**src/sv/output_restricted_deque_defines.svh**
```systemverilog
// Assertion macros for the output-restricted deque RTL.
// No dependencies; expects clock and reset in the scope of each use.
`ifndef OUTPUT_RESTRICTED_DEQUE_DEFINES_SVH
`define OUTPUT_RESTRICTED_DEQUE_DEFINES_SVH
`ifndef NO_ASSERTIONS
`define ORD_ASSERT_IMP(label, ante, cons, msg) \
   label: assert property (@(posedge clock) disable iff (reset) (ante) |-> (cons)) \
      else $error(msg);
`define ORD_ASSERT_NXT(label, ante, cons, msg) \
   label: assert property (@(posedge clock) disable iff (reset) (ante) |=> (cons)) \
      else $error(msg);
`else
`define ORD_ASSERT_IMP(label, ante, cons, msg)
`define ORD_ASSERT_NXT(label, ante, cons, msg)
`endif
`endif

```
**src/sv/ord_pkg.sv**
```systemverilog
// Shared types and constants for the output-restricted deque.
// No dependencies; used by ord_ctrl, ord_datapath and the top level.
package ord_pkg;

   localparam int DepthDefault = 128;
   localparam int CapW = 8;
   localparam logic [CapW-1:0] CapReset = 8'd128;
   localparam int WordW = 32;

   typedef enum logic [1:0] {
      OP_PUSH_FRONT = 2'd0,
      OP_PUSH_REAR  = 2'd1,
      OP_POP_FRONT  = 2'd2,
      OP_REPORT     = 2'd3
   } op_type;

   typedef enum logic [1:0] {
      STAT_DONE      = 2'd0,
      STAT_OVERFLOW  = 2'd1,
      STAT_UNDERFLOW = 2'd2
   } status_type;

   typedef struct packed {
      logic latch;
      logic exec;
      logic load;
   } cmd_type;

endpackage

```
**src/sv/ord_ctrl.sv**
```systemverilog
// Request sequencer for the output-restricted deque.
// Depends on ord_pkg and output_restricted_deque_defines.svh.
`include "output_restricted_deque_defines.svh"

module ord_ctrl (
   input  logic             clock,
   input  logic             reset,
   input  logic             start,
   output logic             busy,
   output logic             rsp_strobe,
   output ord_pkg::cmd_type cmd
);

   typedef enum logic [1:0] {
      ST_IDLE,
      ST_EXEC,
      ST_LOAD
   } state_type;

   state_type state_ff;
   logic      busy_ff;
   logic      strobe_ff;

   always_ff @(posedge clock) begin
      if (reset) begin
         state_ff  <= ST_IDLE;
         busy_ff   <= 1'b0;
         strobe_ff <= 1'b0;
      end else begin
         unique case (state_ff)
            ST_IDLE: begin
               strobe_ff <= 1'b0;
               if (start) begin
                  state_ff <= ST_EXEC;
                  busy_ff  <= 1'b1;
               end
            end
            ST_EXEC: begin
               state_ff  <= ST_LOAD;
               strobe_ff <= 1'b0;
            end
            ST_LOAD: begin
               state_ff  <= ST_IDLE;
               busy_ff   <= 1'b0;
               strobe_ff <= 1'b1;
            end
            default: begin
               state_ff  <= ST_IDLE;
               busy_ff   <= 1'b0;
               strobe_ff <= 1'b0;
            end
         endcase
      end
   end

   assign busy       = busy_ff;
   assign rsp_strobe = strobe_ff;
   assign cmd.latch  = start && !busy_ff;
   assign cmd.exec   = (state_ff == ST_EXEC);
   assign cmd.load   = (state_ff == ST_LOAD);

   `ORD_ASSERT_NXT(a_accept_busy, cmd.latch, busy && cmd.exec, "accept did not start execution")
   `ORD_ASSERT_NXT(a_load_strobe, cmd.load, rsp_strobe && !busy, "load not followed by response")
   `ORD_ASSERT_IMP(a_strobe_idle, rsp_strobe, !cmd.exec && !cmd.load, "response while working")

endmodule

```
**config.mk**
```make
export PLATFORM = sky130hd
export DESIGN_NAME = ord_ctrl
export DESIGN_NICKNAME = d
export VERILOG_FILES = /design/src/sv/ord_pkg.sv /design/src/sv/ord_ctrl.sv
export VERILOG_INCLUDE_DIRS = /design/src /design/src/sv
export SDC_FILE = /design/constraint.sdc
export NUM_CORES = 1
export LEC_CHECK = 0
export BUFFER_PORTS_ARGS = -buffer_cell sky130_fd_sc_hd__buf_2
export CORE_AREA = 3 3 40 42
export CTS_BUF_LIST = sky130_fd_sc_hd__clkbuf_16
export DETAILED_ROUTE_END_ITERATION = 12
export DIE_AREA = 0 0 43 45
export SYNTH_ARGS = -nofsm -noshare
export SYNTH_HDL_FRONTEND = slang
export SYNTH_SLANG_ARGS = --single-unit
```
**constraint.sdc**
```tcl
create_clock -name clock -period 2.1 [get_ports clock]
set_input_delay 0.315 -clock clock [delete_from_list [all_inputs] [get_ports clock]]
set_output_delay 0.315 -clock clock [all_outputs]
set_load 0.005 [all_outputs]
```
==> impl_metrics.env <==
export IMPL_synth_top_area_share_pct=56.64
export IMPL_die_h_um=45
export IMPL_avgSynthCellArea_um2=10.88
export IMPL_ctsLongestPathBuffers=2
export IMPL_rsz0062_at_grt="false"
export IMPL_grt_pass1_wl_um=476
export IMPL_critPathRequiredTime_ns=1.78
export IMPL_clock_latency_ns=0.22
export IMPL_postCtsSetupBuffers=0
export IMPL_num_vias=113
export IMPL_syn_instance_count=13
export IMPL_setup_slack_ns=0.9129
export IMPL_vias_per_cell=2.974
export IMPL_grt_usage_pct=4.333
export IMPL_synth_enable_flop_cells=0
export IMPL_routedWlPerCell_um=7.658
export IMPL_core_um2=1285
export IMPL_syn_nets=16
export IMPL_maxCapViolCount=0
export IMPL_ys_seq_area_share_pct=56.64
export IMPL_chipWidth_um=43
export IMPL_slew_headroom_pct=87.97
export IMPL_overflow=0
export IMPL_setup_viol=0
export IMPL_syn_area_um2=141.4
export IMPL_netlist_top_cells_count="dfxtp_1, and2_1, nor2b_1"
export IMPL_num_rows=13
export IMPL_p_leak_nw=0.1329
export IMPL_preCtsSetupSlack_ns=1.137
export IMPL_totalWireLength_um=291
export IMPL_drc=0
export IMPL_synth_area_leaders="dfxtp_1, and2_1, nor2b_1"
export IMPL_worstPathCellList="and2b_2, buf_2"
export IMPL_min_period_ns=1.187
export IMPL_dr_pass1_iters=2
export IMPL_cp_start_kind="register"
export IMPL_synthArstFlopShare_pct=0
export IMPL_cp_num_buf_inv=1
export IMPL_final_hold_viol_count=0
export IMPL_p_per_area_nw_per_um2=1458
export IMPL_worstMarginPinSlew_ns=0.1797
export IMPL_gp_congestion=0.6126
export IMPL_clkTransAtPathRegs_ns=0.03
export IMPL_irDropWorstVdd_v=0.0004314
export IMPL_grt_pass1_vias=110
export IMPL_drtAntennaViolNets=0
export IMPL_fmaxAchievable_mhz=842.4
export IMPL_ios=8
export IMPL_cts_resized=0
export IMPL_cts_tree="built"
export IMPL_hold_buffers=0
export IMPL_finalSetupTns_ns=0
export IMPL_yosysWarningCount=0
export IMPL_drv_slew=0
export IMPL_cts_sinks=4
export IMPL_antenna_found_initial=0
export IMPL_hold_path_class="input port to register"
export IMPL_cts_max_level=1
export IMPL_synthFlopType="dfxtp_1"
export IMPL_cts_buffers=3
export IMPL_hpwlAfterDp_um=193.8
export IMPL_finalNetCount=28
export IMPL_drtIter0Drc=1
export IMPL_area_delta_synth_final_pct=91.15
export IMPL_crit_slowest_cell="dfxtp_1"
export IMPL_status="complete, no violations"
export IMPL_yosys_area_top_type="dfxtp_1"
export IMPL_ys_ff_latch=4
export IMPL_fin_skew_ns=0.002274
export IMPL_grt_max_degree=5
export IMPL_yosysUniqueCellTypes=8
export IMPL_criticalPathCategory="register to primary output"
export IMPL_cts_root_buf="clkbuf_16"
export IMPL_yosysMostFrequentCell="dfxtp_1"
export IMPL_fin_crit_sh_pct=56.53
export IMPL_worstPathArrival_ns=0.87
export IMPL_max_stage_delay_ns=0.32
export IMPL_die_area_um2=1935
export IMPL_crit_family="flip-flops"
export IMPL_path_max_fanout=3
export IMPL_drive_gt1_share_pct=52.17
export IMPL_insertedDiodeCount=0
export IMPL_numPortBuffers=7
export IMPL_start_util_pct=11.00
export IMPL_cp_end_kind="primary output"
-- tightest hold or removal path, delay by kind of cell --
kind                   cells  cell delay [ns]
AOI/OAI and AO/OA          1             0.09
buffers and inverters      1             0.08
and+or+nand+nor            1             0.05
-- cell type report --
type	instances	area, um2
Fill cell	135	1015
Timing Repair Buffer	7	35.03
Sequential cell	4	80.08
Multi-Input combinational cell	9	61.31
Clock buffer	3	75.07
Tap cell	15	18.77
-- metrics by stage --
step	total power, mW	utilization, %	hold slack (ns)	instance area [um2]	instances
final	0.3941	21.03	0.3725	270.3	38
after global routing	0.4110	21.03	0.4108	270.3	38
after CTS	0.4016	21.03	0.3728	270.3	38
after detailed placement	0.1009	15.19	0.4789	195.2	35
after global placement	0.1008	15.19	0.4793	195.2	35
after floorplan	0.09261	-	0.4817	141.4	13
-- report_power, final --
group | switching, mW | internal, mW | leakage [nW]
Combinational | 0.00602 | 0.00997 | 0.0630
Clock | 0.0514 | 0.243 | 0.0370
Sequential | 0.00295 | 0.0807 | 0.0329
-- cell families after synthesis --
| kind of cell | Yosys count | synth area share (%) |
|---|---|---|
| AO/OA/AOI/OAI | 1 | 5.312 |
| flip-flops | 4 | 56.64 |
| AND/OR/NAND/NOR | 8 | 38.05 |
-- layer usage --
layer / track usage [%] / vias to the layer above / part of all wire, %
met5: 0 / - / 0
met4: 3.614 / 0 / 0
met3: 6.375 / 0 / 24
met2: 3.593 / 11 / 24
met1: 4.348 / 40 / 52
li1: - / 62 / -
-- path summary, 6_finish.rpt --
path                from     end  slack (ns)  depth (start not counted)
min                reset    busy        0.37                          3
min reg2reg         busy    busy        0.49                          1
max reg2reg  state_ff[0]    busy        1.39                          2
max          state_ff[1]  cmd[1]        0.91                          2
-- sequential cells by signal, summed over array words and instances, names as in the netlist --
| name | cells |
|---|---|
| busy | 1 |
| rsp_strobe | 1 |
| state_ff | 2 |
-- placed cells by master (no fill, tap or decap), drive strengths merged --
master  count
and2        2
and2b       2
clkbuf      3
buf         7
nor2        1
dfxtp       4
o21a        1
nor2b       3
(Power assumes the default switching activity.)
